==> src/hw/rtl/keyed_record_table_unit_assert.svh <==
// ----------------------------------------------------------------------------
// keyed_record_table_unit_assert.svh
// assertion macros for the keyed record table, empty bodies in synthesis
// ----------------------------------------------------------------------------
`ifndef KEYED_RECORD_TABLE_UNIT_ASSERT_SVH
`define KEYED_RECORD_TABLE_UNIT_ASSERT_SVH

`ifndef SYNTHESIS
// clocked check, off while reset is asserted
`define KRT_ASSERT(lbl, clk, rst_n, prop) \
  lbl: assert property (@(posedge clk) disable iff (!rst_n) prop) \
    else $error("keyed_record_table_unit: check failed");
// clocked check that also holds through reset
`define KRT_ASSERT_ALWAYS(lbl, clk, prop) \
  lbl: assert property (@(posedge clk) prop) \
    else $error("keyed_record_table_unit: check failed");
`else
`define KRT_ASSERT(lbl, clk, rst_n, prop)
`define KRT_ASSERT_ALWAYS(lbl, clk, prop)
`endif

`endif

==> src/hw/rtl/krt_pkg.sv <==
`timescale 1ns / 1ps
// ----------------------------------------------------------------------------
// krt_pkg
// shared types and constants of the keyed record table
// ----------------------------------------------------------------------------
package krt_pkg;

  localparam int CAPACITY = 16;
  localparam int IDX_W    = (CAPACITY > 1) ? $clog2(CAPACITY) : 1;
  localparam int CNT_W    = $clog2(CAPACITY + 1);

  // operation codes
  localparam logic [2:0] MODE_INSERT = 3'd0;
  localparam logic [2:0] MODE_LIST   = 3'd1;
  localparam logic [2:0] MODE_LOOKUP = 3'd2;
  localparam logic [2:0] MODE_UPDATE = 3'd3;
  localparam logic [2:0] MODE_REMOVE = 3'd4;

  // result status codes
  localparam logic [2:0] ST_OK       = 3'd0;
  localparam logic [2:0] ST_FULL     = 3'd1;
  localparam logic [2:0] ST_DUP      = 3'd2;
  localparam logic [2:0] ST_EMPTY    = 3'd3;
  localparam logic [2:0] ST_NOTFOUND = 3'd4;

  typedef struct packed {
    logic        [2:0]  mode;
    logic signed [31:0] key;
    logic signed [31:0] phone;
    logic        [63:0] name_tag;
  } in_word_t;

  typedef struct packed {
    logic        [2:0]  status;
    logic signed [31:0] key_res;
    logic signed [31:0] phone_res;
    logic        [63:0] name_tag_res;
    logic               last;
  } out_word_t;

  typedef struct packed {
    logic signed [31:0] key;
    logic signed [31:0] phone;
    logic        [63:0] name_tag;
  } rec_t;

  localparam int REC_W = $bits(rec_t);

  // request from the sequencer to the record memory
  typedef struct packed {
    logic             we;
    logic [IDX_W-1:0] waddr;
    rec_t             wdata;
    logic             re;
    logic [IDX_W-1:0] raddr;
  } mem_req_t;

  // result word handed to the output register
  typedef struct packed {
    logic      valid;
    out_word_t word;
  } emit_t;

  // sequencer status
  typedef struct packed {
    logic             idle;
    logic [CNT_W-1:0] count;
  } stat_t;

endpackage

==> src/hw/rtl/krt_ram.sv <==
`timescale 1ns / 1ps
// ----------------------------------------------------------------------------
// krt_ram
// generic simple dual-port ram, one write and one registered read port
// ----------------------------------------------------------------------------
module krt_ram #(
  parameter int WIDTH = 8,
  parameter int DEPTH = 16
) (
  input  logic                                        clk_i,
  input  logic                                        we_i,
  input  logic [((DEPTH > 1) ? $clog2(DEPTH) : 1)-1:0] waddr_i,
  input  logic [WIDTH-1:0]                            wdata_i,
  input  logic                                        re_i,
  input  logic [((DEPTH > 1) ? $clog2(DEPTH) : 1)-1:0] raddr_i,
  output logic [WIDTH-1:0]                            rdata_o
);

  logic [WIDTH-1:0] mem_q [DEPTH];
  logic [WIDTH-1:0] rdata_q;

  always_ff @(posedge clk_i) begin
    if (we_i) begin
      mem_q[waddr_i] <= wdata_i;
    end
    if (re_i) begin
      rdata_q <= mem_q[raddr_i];
    end
  end

  assign rdata_o = rdata_q;

endmodule

==> src/hw/rtl/krt_ctrl.sv <==
`timescale 1ns / 1ps
// ----------------------------------------------------------------------------
// krt_ctrl
// sequencer: scans, lists, inserts, updates and compacts the record memory
// ----------------------------------------------------------------------------
module krt_ctrl (
  input  logic               clk_i,
  input  logic               rst_ni,
  input  logic               in_valid_i,
  input  krt_pkg::in_word_t  in_word_i,
  input  logic               out_free_i,
  input  krt_pkg::rec_t      rdata_i,
  output krt_pkg::mem_req_t  mem_o,
  output krt_pkg::emit_t     emit_o,
  output krt_pkg::stat_t     stat_o
);

  import krt_pkg::*;

  typedef enum logic [6:0] {
    S_IDLE   = 7'b0000001,
    S_DECIDE = 7'b0000010,
    S_SCAN   = 7'b0000100,
    S_MISS   = 7'b0001000,
    S_HIT    = 7'b0010000,
    S_LIST   = 7'b0100000,
    S_SHIFT  = 7'b1000000
  } state_e;

  state_e           state_q, state_d;
  in_word_t         cmd_q, cmd_d;
  logic [CNT_W-1:0] count_q, count_d;
  logic [CNT_W-1:0] iss_q, iss_d;
  logic             rv_q, rv_d;
  logic [IDX_W-1:0] ridx_q, ridx_d;
  logic [IDX_W-1:0] pos_q, pos_d;
  rec_t             rec_q, rec_d;
  logic             rd_last;
  logic             more;

  // read just returned is the top valid entry
  assign rd_last = ((CNT_W'(ridx_q) + CNT_W'(1)) == count_q);
  assign more    = (iss_q < count_q);

  always_comb begin
    state_d = state_q;
    cmd_d   = cmd_q;
    count_d = count_q;
    iss_d   = iss_q;
    rv_d    = 1'b0;
    ridx_d  = ridx_q;
    pos_d   = pos_q;
    rec_d   = rec_q;
    mem_o   = '0;
    emit_o  = '0;

    case (state_q)
      S_IDLE: begin
        if (in_valid_i) begin
          cmd_d = in_word_i;
          iss_d = '0;
          if (in_word_i.mode inside {[MODE_INSERT:MODE_REMOVE]}) begin
            state_d = S_DECIDE;
          end
        end
      end

      S_DECIDE: begin
        if (cmd_q.mode == MODE_INSERT) begin
          if (count_q == CNT_W'(CAPACITY)) begin
            if (out_free_i) begin
              emit_o.valid       = 1'b1;
              emit_o.word.status = ST_FULL;
              emit_o.word.last   = 1'b1;
              state_d            = S_IDLE;
            end
          end else if (count_q == '0) begin
            state_d = S_MISS;
          end else begin
            state_d = S_SCAN;
          end
        end else if (count_q == '0) begin
          if (out_free_i) begin
            emit_o.valid       = 1'b1;
            emit_o.word.status = ST_EMPTY;
            emit_o.word.last   = 1'b1;
            state_d            = S_IDLE;
          end
        end else if (cmd_q.mode == MODE_LIST) begin
          state_d = S_LIST;
        end else begin
          state_d = S_SCAN;
        end
      end

      // pipelined key search, one entry per cycle
      S_SCAN: begin
        mem_o.re    = more;
        mem_o.raddr = iss_q[IDX_W-1:0];
        if (more) begin
          iss_d  = iss_q + CNT_W'(1);
          ridx_d = iss_q[IDX_W-1:0];
        end
        rv_d = more;
        if (rv_q) begin
          if (rdata_i.key == cmd_q.key) begin
            rec_d   = rdata_i;
            pos_d   = ridx_q;
            state_d = S_HIT;
          end else if (rd_last) begin
            state_d = S_MISS;
          end
        end
      end

      S_MISS: begin
        if (out_free_i) begin
          emit_o.valid     = 1'b1;
          emit_o.word.last = 1'b1;
          state_d          = S_IDLE;
          if (cmd_q.mode == MODE_INSERT) begin
            mem_o.we                 = 1'b1;
            mem_o.waddr              = count_q[IDX_W-1:0];
            mem_o.wdata.key          = cmd_q.key;
            mem_o.wdata.phone        = cmd_q.phone;
            mem_o.wdata.name_tag     = cmd_q.name_tag;
            emit_o.word.status       = ST_OK;
            emit_o.word.key_res      = cmd_q.key;
            emit_o.word.phone_res    = cmd_q.phone;
            emit_o.word.name_tag_res = cmd_q.name_tag;
            count_d                  = count_q + CNT_W'(1);
          end else begin
            emit_o.word.status = ST_NOTFOUND;
          end
        end
      end

      S_HIT: begin
        if (out_free_i) begin
          emit_o.valid             = 1'b1;
          emit_o.word.last         = 1'b1;
          emit_o.word.status       = ST_OK;
          emit_o.word.key_res      = rec_q.key;
          emit_o.word.phone_res    = rec_q.phone;
          emit_o.word.name_tag_res = rec_q.name_tag;
          state_d                  = S_IDLE;
          case (cmd_q.mode)
            MODE_INSERT: begin
              emit_o.word = '0;
              emit_o.word.status = ST_DUP;
              emit_o.word.last   = 1'b1;
            end
            MODE_UPDATE: begin
              mem_o.we                 = 1'b1;
              mem_o.waddr              = pos_q;
              mem_o.wdata.key          = rec_q.key;
              mem_o.wdata.phone        = cmd_q.phone;
              mem_o.wdata.name_tag     = cmd_q.name_tag;
              emit_o.word.phone_res    = cmd_q.phone;
              emit_o.word.name_tag_res = cmd_q.name_tag;
            end
            MODE_REMOVE: begin
              iss_d   = CNT_W'(pos_q) + CNT_W'(1);
              state_d = S_SHIFT;
            end
            default: begin
            end
          endcase
        end
      end

      // one read in flight, held in the ram output until emitted
      S_LIST: begin
        mem_o.re    = !rv_q && more;
        mem_o.raddr = iss_q[IDX_W-1:0];
        if (mem_o.re) begin
          iss_d  = iss_q + CNT_W'(1);
          ridx_d = iss_q[IDX_W-1:0];
        end
        rv_d = mem_o.re || (rv_q && !out_free_i);
        if (rv_q && out_free_i) begin
          emit_o.valid             = 1'b1;
          emit_o.word.status       = ST_OK;
          emit_o.word.key_res      = rdata_i.key;
          emit_o.word.phone_res    = rdata_i.phone;
          emit_o.word.name_tag_res = rdata_i.name_tag;
          emit_o.word.last         = rd_last;
          if (rd_last) begin
            state_d = S_IDLE;
          end
        end
      end

      // compaction: read entry i, write it to i-1 in the following cycle
      S_SHIFT: begin
        mem_o.re    = more;
        mem_o.raddr = iss_q[IDX_W-1:0];
        if (more) begin
          iss_d  = iss_q + CNT_W'(1);
          ridx_d = iss_q[IDX_W-1:0];
        end
        rv_d = more;
        if (rv_q) begin
          mem_o.we    = 1'b1;
          mem_o.waddr = ridx_q - IDX_W'(1);
          mem_o.wdata = rdata_i;
        end
        if (!more && !rv_q) begin
          count_d = count_q - CNT_W'(1);
          state_d = S_IDLE;
        end
      end

      default: begin
        state_d = S_IDLE;
      end
    endcase
  end

  always_ff @(posedge clk_i or negedge rst_ni) begin
    if (!rst_ni) begin
      state_q <= S_IDLE;
      count_q <= '0;
      rv_q    <= 1'b0;
    end else begin
      state_q <= state_d;
      count_q <= count_d;
      rv_q    <= rv_d;
    end
  end

  always_ff @(posedge clk_i) begin
    cmd_q  <= cmd_d;
    iss_q  <= iss_d;
    ridx_q <= ridx_d;
    pos_q  <= pos_d;
    rec_q  <= rec_d;
  end

  assign stat_o.idle  = (state_q == S_IDLE);
  assign stat_o.count = count_q;

endmodule

==> src/hw/rtl/keyed_record_table_unit.sv <==
`timescale 1ns / 1ps
`include "keyed_record_table_unit_assert.svh"
// ----------------------------------------------------------------------------
// keyed_record_table_unit
// table of up to CAPACITY records keyed by a unique signed identifier
// ----------------------------------------------------------------------------
// usage:
//   input channel in_valid_i / in_ready_o carries one command word: mode,
//   key, phone and name tag. modes 5 to 7 are taken and dropped silently.
//   output channel out_valid_o / out_ready_i carries result words; list
//   gives one word per stored record (one empty-status word if there is none),
//   every other mode gives one word, and the final word of a command has last set.
// timing:
//   one command at a time. a command passes through the idle and decide
//   states for dispatch, then the key search reads one memory entry per
//   cycle through the single read port. remove adds a compaction pass of
//   one entry per cycle over the records behind the hit. list reads one
//   record, then emits it, before it reads the next, and holds while the
//   receiver does not take the word.
// stalls:
//   results sit in an output register; a new command is taken while the
//   last result still waits. the sequencer holds when it needs to emit and
//   the register is full, so a stalled receiver stalls the block.
// reset:
//   clears the record count and the sequencer; memory contents are left
//   as they are and never read before being written. no clearing pass.
// ----------------------------------------------------------------------------
module keyed_record_table_unit (
  input  logic               clk_i,
  input  logic               rst_ni,
  input  logic               in_valid_i,
  output logic               in_ready_o,
  input  krt_pkg::in_word_t  in_word_i,
  output logic               out_valid_o,
  input  logic               out_ready_i,
  output krt_pkg::out_word_t out_word_o
);

  import krt_pkg::*;

  mem_req_t         mem_req;
  emit_t            emit;
  stat_t            stat;
  logic [REC_W-1:0] rdata_raw;
  logic             out_free;
  logic             out_valid_q;
  out_word_t        out_word_q;

  // output register can take a word when empty or draining this cycle
  assign out_free = !out_valid_q || out_ready_i;

  // ready only while the sequencer waits for a command
  assign in_ready_o = stat.idle;

  krt_ctrl u_ctrl (
    .clk_i      (clk_i),
    .rst_ni     (rst_ni),
    .in_valid_i (in_valid_i),
    .in_word_i  (in_word_i),
    .out_free_i (out_free),
    .rdata_i    (rec_t'(rdata_raw)),
    .mem_o      (mem_req),
    .emit_o     (emit),
    .stat_o     (stat)
  );

  // record store, one read and one write port, registered read
  krt_ram #(
    .WIDTH (REC_W),
    .DEPTH (CAPACITY)
  ) u_ram (
    .clk_i   (clk_i),
    .we_i    (mem_req.we),
    .waddr_i (mem_req.waddr),
    .wdata_i (mem_req.wdata),
    .re_i    (mem_req.re),
    .raddr_i (mem_req.raddr),
    .rdata_o (rdata_raw)
  );

  // output word register
  always_ff @(posedge clk_i or negedge rst_ni) begin
    if (!rst_ni) begin
      out_valid_q <= 1'b0;
    end else if (emit.valid) begin
      out_valid_q <= 1'b1;
    end else if (out_ready_i) begin
      out_valid_q <= 1'b0;
    end
  end

  always_ff @(posedge clk_i) begin
    if (emit.valid) begin
      out_word_q <= emit.word;
    end
  end

  assign out_valid_o = out_valid_q;
  assign out_word_o  = out_word_q;

  // sequencer never pushes into an occupied, stalled output register
  `KRT_ASSERT(a_emit_room, clk_i, rst_ni, emit.valid |-> (!out_valid_q || out_ready_i))
  // error results always close their command
  `KRT_ASSERT(a_err_last, clk_i, rst_ni, (emit.valid && emit.word.status != ST_OK) |-> emit.word.last)
  // no result is produced while waiting for a command
  `KRT_ASSERT(a_idle_quiet, clk_i, rst_ni, in_ready_o |-> !emit.valid)
  // record count stays within capacity, unknown only before the first reset edge
  `KRT_ASSERT_ALWAYS(a_count_cap, clk_i, !rst_ni || (stat.count <= CNT_W'(CAPACITY)))

endmodule
==> config.mk <==
export PLATFORM = sky130hd
export DESIGN_NAME = keyed_record_table_unit
export DESIGN_NICKNAME = d
export VERILOG_FILES = /design/src/hw/rtl/krt_pkg.sv /design/src/hw/rtl/krt_ram.sv /design/src/hw/rtl/krt_ctrl.sv /design/src/hw/rtl/keyed_record_table_unit.sv
export VERILOG_INCLUDE_DIRS = /design/src /design/src/hw/rtl
export SDC_FILE = /design/constraint.sdc
export NUM_CORES = 2
export LEC_CHECK = 0
export ABC_AREA = 1
export BUFFER_PORTS_ARGS = -buffer_cell sky130_fd_sc_hd__buf_2
export CAP_MARGIN = 0
export CORE_MARGIN = 5
export CORE_UTILIZATION = 25
export DETAILED_ROUTE_END_ITERATION = 12
export PLACE_DENSITY = 0.45
export SYNTH_ARGS = -nofsm -noshare
export SYNTH_HDL_FRONTEND = slang
export SYNTH_HIERARCHICAL = 1
export SYNTH_SLANG_ARGS = --single-unit
==> constraint.sdc <==
create_clock -name clk_i -period 11.9 [get_ports clk_i]
set_clock_uncertainty 0.15 [all_clocks]
set_input_delay 0.595 -clock clk_i [delete_from_list [all_inputs] [get_ports clk_i]]
set_output_delay 0.595 -clock clk_i [all_outputs]
set_load 0.1 [all_outputs]
# [After elaboration in Yosys (flattened, before gate mapping)]
# Memory sizes are Yosys's and may differ from the RTL's. A register that Yosys moved wholly into a read port is not among the register bits.
# Cells that the tools add are included.
[classes] reduce_logical=24 bitwise_logic=0 n_div=0 n_eq_ne=26 shifts=0 mux=61 addsub=6 multipliers=0 magnitude_cmp=3
[ops] op="two-way mux 133 bit" n=8
[ops] op="case mux 133 bit (3 select lines)" n=1
[ops] op="case mux 128 bit (3 select lines)" n=1
[ops] op="case mux 96 bit (2 select lines)" n=1
[ops] op="two-way mux 128 bit" n=1
[ops] op="two-way mux 7 bit" n=14
[ops] op="case mux 7 bit (7 select lines)" n=1
[ops] op="two-way mux 5 bit" n=8
[ops] op="two-way mux 34 bit" n=1
[ops] op="== test 32 bit" n=1
[ops] op="two-way mux 4 bit" n=8
[ops] op="!= test 2 x 1 -> 1 bit, second input constant" n=10
[ops] op="case mux 5 bit (2 select lines)" n=2
[ops] op="case mux 5 bit (4 select lines)" n=1
[ops] op="case mux 4 bit (4 select lines)" n=1
[ops] op="adder 4 x 1 -> 5 bit, second input constant" n=2
[ops] op="adder 5 x 1 -> 5 bit, second input constant" n=2
[ops] op="two-way mux 1 bit" n=8
[ops] op="case mux 4 bit (2 select lines)" n=1
[ops] op="AND reduction 8 bit" n=1
[ops] op="== test 7 x 1 -> 1 bit, second input constant" n=1
[ops] op="== test 7 x 2 -> 1 bit, second input constant" n=1
[ops] op="== test 7 x 3 -> 1 bit, second input constant" n=1
[ops] op="== test 7 x 4 -> 1 bit, second input constant" n=1
[ops] op="other kinds (31)" n=43
[word_totals] mem_bits_ro=0 ram_bits=2048 out_inout_bits=134 latch_bits=0 reg_bits=418 n_memories=1
[mem_list] name="u_ram.mem_q" words=16 width=128 rd=1 rd_ports_with_merged_regs=1 write_ports=1 line="krt_ram.sv:19" rtl="logic [WIDTH-1:0] mem_q [DEPTH];"

# [Logic depth before layout (Yosys ltp)]
[logic_depth] ltp_word=7 ltp_mapped=17 ltp_nobuf=14

# [Modules after synthesis]
# The synthesis kept the hierarchy.
[by_module_without_submodules] module="krt_ram" area_per_inst_um2=88899.0 instances=1 cells_per_inst=7786
[by_module_without_submodules] module="krt_ctrl" area_per_inst_um2=14137.3 instances=1 cells_per_inst=1402
[by_module_without_submodules] module="keyed_record_table_unit" area_per_inst_um2=4008.8 instances=1 cells_per_inst=137

# [Worst setup path before layout]
# Ideal clock, no wire load.
[synth_path] path_type="flip-flop to flip-flop" from="register u_ram.rdata_q[102] (netlist: u_ram/rdata_o[102]), read port of u_ram.mem_q" to="register u_ctrl.pos_q[0] (enable)" stages_incl_launch_ff=10 required_ns=10.965 slack_ns=1.128 arrival_time_ns=9.837 period_less_slack_ns=10.772 cell_sequence="edfxtp_1 inv_1 nand2_1 nand2_1 nand2_1 nor2_1 nand2_1 nor2_1 nand2_1 nor3_1"
[synth_via] elab_chain_cells=2
[synth_lines] item="from (decl)" line="krt_ram.sv:20" rtl="logic [WIDTH-1:0] rdata_q;"
[synth_lines] item="== test 32 bit" line="krt_ctrl.sv:106" rtl="if (rdata_i.key == cmd_q.key) begin"
[synth_lines] item="AND reduction 3 bit (no line)"
[synth_lines] item="to (signal assigned)" line="krt_ctrl.sv:236" rtl="pos_q <= pos_d;"
[synth_lines] item="to (decl)" line="krt_ctrl.sv:36" rtl="logic [IDX_W-1:0] pos_q, pos_d;"
# No other way between the ends.
# A chain may end at the register's enable or synchronous reset.

==> results.md <==
- Cell mode on critical path: buf_4
- Critical Path Source Type: flip-flop
- Final Hold Violating Endpoints: 0
- VDD IR-drop max: about 0.094 mV
- Initial antenna violation count: 12
- Count of final setup violators: 0
- Synth area leader: edfxtp_1
- First-pass GRT wire length: 474 mm
- Starting Density: 0.251
- CP Capture Type: flip-flop
- Post-Synthesis Cells: 9325
- Wirelength per Cell: 20.9 µm
- Critical path required time: about 12 ns
- Mapped cell area: 0.107 mm²
- Antenna Nets Post-Route: 0
- Dpl hpwl: 173 mm
- Post-synth EDFFs: approximately 2600
- Multi-input combinational cell area: 0.0231 mm²
- Overflow after GRT: 0
- Design area: 0.125 mm²
- Maximum fanout along the worst path: 42
- CTS max path bufs: 4
- Max-slew violations: 0
- YS warnings: 6
- Via/cell ratio: 4.41
- # clock sinks: 2594
- Sw Ratio: 0.269
- Number of fill cells in the layout: 43600
- Worst EP arrival: 6.77 ns
- Placer Congestion: between 0.7 and 0.8
- Number of I/O pins: 269
- Worst-skew pair later-pin latency: 0.90 ns
- DP Area: 0.115 mm²
- Clock Power Share: 0.407
- Unrepaired setup endpoints after global routing: no
- Slowest-stage cell, CP: clkinv_2
- Overall routing resource usage: 0.142
- Worst path max stage delay: 0.95 ns
- Register area: 0.0778 mm²
- Final min period: ~6.4 ns
- Power Density: approximately 180 mW/mm²
- Status: finished, final reports clean
- Worst-margin pin slew: 1.33 ns
- Count leader, synth: nand2_1
- TritonCTS Buffers: 304
- DRT Pass-1 Iters: 6
- Post_cts resized: 0
- Die footprint: between 0.4 and 0.5 mm²
- DRT Wirelength: 326 mm
- Die width: ~660 µm
- Vias in the first global route: 67700
- Yosys top cell area share: 0.724
- Sequential power share: 0.478
- Synth Register Bits: roughly 2600
- Syn Area/Cell: 11.5 µm²
- Area Growth Syn to Fin: 17.1%
- Clock transition at the registers of the reported paths: 0.06 ns
- Layout cells sized above 1: 0.0911
- Pleak: a little under 0.05 µW
- Logic pwr share: 0.114
- Die Y: 664 µm
- Largest net degree at the start of global routing: 196
- Synthesized Nets: roughly 9500
- Port-buffer cells: 268
- NetSw: 5910 µW
- Core area: between 0.4 and 0.5 mm²
- Slew headroom: 0.114
- F_max: between 150 and 200 MHz
- Residual DRC count: 0
- CTS tree: built
- Crit-path cells: nor2_2 -> nand4_2 -> nor2_4 -> buf_4 -> clkinv_2 -> o221ai_1 -> nand3_1 -> nor2_4 -> buf_4 -> buf_4
- Initial DRC count: 5059
- Tcrit/Tclk final: 0.539
- Post-synth ARST share: 0.00540
- Synth area leaders: edfxtp_1, nand2_1, nand3_1
- Post-synth top flop: edfxtp_1
- Max_cap viols: 0
- Post-synthesis sequential area ratio: 0.727
- Netlist cell types: between 40 and 50
- CTS root buf: clkbuf_16
- Worst hold path type: input port to asynchronous set/reset pin
- Vias post-DR: 68900
- Commonest cells in the netlist: nand2_1, edfxtp_1, nand3_1
- Fin nets: 9820
- Int Power: 16100 µW
- Site Rows: 240
- H-Tree Depth: 5
- Final Util: 0.294
- Critical path class: flip-flop to flip-flop
- Setup TNS: 0 ns
## final timing paths
kind                            slack (ns)  cells after the start                   to               from
worst max-delay path                  5.48                     10  u_ram/mem_q[15][68]  u_ctrl/state_q[2]
worst min-delay path                  0.06                      2          u_ctrl/rv_q             rst_ni
worst max register to register        5.48                     10  u_ram/mem_q[15][68]  u_ctrl/state_q[2]
worst min register to register        0.30                      0     u_ctrl/rec_q[78]  u_ram/rdata_o[78]
max in group asynchronous            10.66                      3          out_valid_o             rst_ni
min in group clk_i                    0.20                      3    u_ctrl/cmd_q[129]         in_valid_i
## per-layer routing
metal | part of all wire | vias up | track usage
li1 | - | 32200 | -
met1 | 0.45 | 34400 | 0.195
met2 | 0.47 | 1777 | 0.235
met3 | 0.050 | 416 | 0.0200
met4 | 0.028 | 4 | 0.0398
met5 | 0.000064 | - | 0
## area by class of cell
type / instances / share of cell area
well taps: 5687 / 0.0568
multi-input cells: 5186 / 0.184
clock inverters: 161 / 0.0109
repair buffers: 532 / 0.0307
flip-flops and latches: 2594 / 0.621
clock buffers: 385 / 0.0643
diodes: 15 / 0.000299
inverters: 1056 / 0.0322
## cell usage in the layout, fill, tap and decap left out, types with 13 or more instances in the layout
cell / count
diode_2: 15
o21ai_1: 53
buf_12: 15
dlygate4sd3_1: 134
buf_2: 268
clkinv_2: 46
nand3_1: 1489
clkbuf_16: 311
o21ai_0: 31
o221ai_1: 74
nand2_1: 3245
bufinv_16: 17
o221ai_2: 19
nor2_4: 25
clkinv_1: 68
xnor2_1: 26
buf_4: 115
or2_2: 21
o211ai_1: 27
a22oi_1: 70
edfxtp_1: 2580
dfrtp_1: 13
inv_1: 1037
clkbuf_1: 74
nor2_1: 43
## cell families after synthesis
logic type | Yosys count | share of synthesized area
compound gates | 281 | 0.0188
xor+xnor | 33 | 0.00270
fa+ha+maj | 12 | 0.00145
buf+inv | 1545 | 0.0601
flops | 2594 | 0.727
simple gates | 4860 | 0.190
## sequential cells by signal (all words and copies together), names as in the netlist
| signal | flops |
|---|---|
| u_ctrl/ridx_q | 4 |
| out_valid_o | 1 |
| u_ctrl/pos_q | 4 |
| u_ram/rdata_o | 128 |
| u_ctrl/rec_q | 128 |
| u_ctrl/rv_q | 1 |
| u_ctrl/cmd_q | 131 |
| u_ram/mem_q | 2048 |
| u_ctrl/iss_q | 5 |
| u_ctrl/state_q | 7 |
| out_word_o | 132 |
| u_ctrl/count_q | 5 |
## power groups by stage
stage | combinational, µW | sequential (µW) | clock (µW)
after global placement | 2510 | 10700 | 0
after CTS | 2560 | 10500 | 9240
after global routing | 2780 | 10500 | 9630
final | 2520 | 10500 | 8960
after floorplan | 1570 | 10800 | 0
after detailed placement | 2520 | 10700 | 0
## metrics by stage
| step | worst slack [ns] | hold slack [ns] | total power [µW] | instances |
|---|---|---|---|---|
| 6_report | 5.48 | 0.0642 | 22000 | 15600 |
| 3_3_place_gp | 5.51 | 0.285 | 13200 | 14900 |
| 3_5_place_dp | 5.42 | 0.287 | 13200 | 14900 |
| 2_1_floorplan | 1.13 | 0.149 | 12400 | 9325 |
| 4_1_cts | 5.39 | 0.0141 | 22300 | 15600 |
| 5_1_grt | 5.17 | 0.0707 | 22900 | 15600 |
## repair_timing
item | CTS | global route
hold endpoints to repair | 146 | 0
setup buffers | 0 | 0
hold buffers | 134 | 0
## worst max-delay path, delay by kind of cell (launching register included)
family / cells / cell delay (ns)
buffers and inverters: 4 / 2.84
and+or+nand+nor: 5 / 1.86
AOI/OAI and AO/OA: 1 / 0.68
DFF: 1 / 0.42
Power figures use the tool's default switching activity.
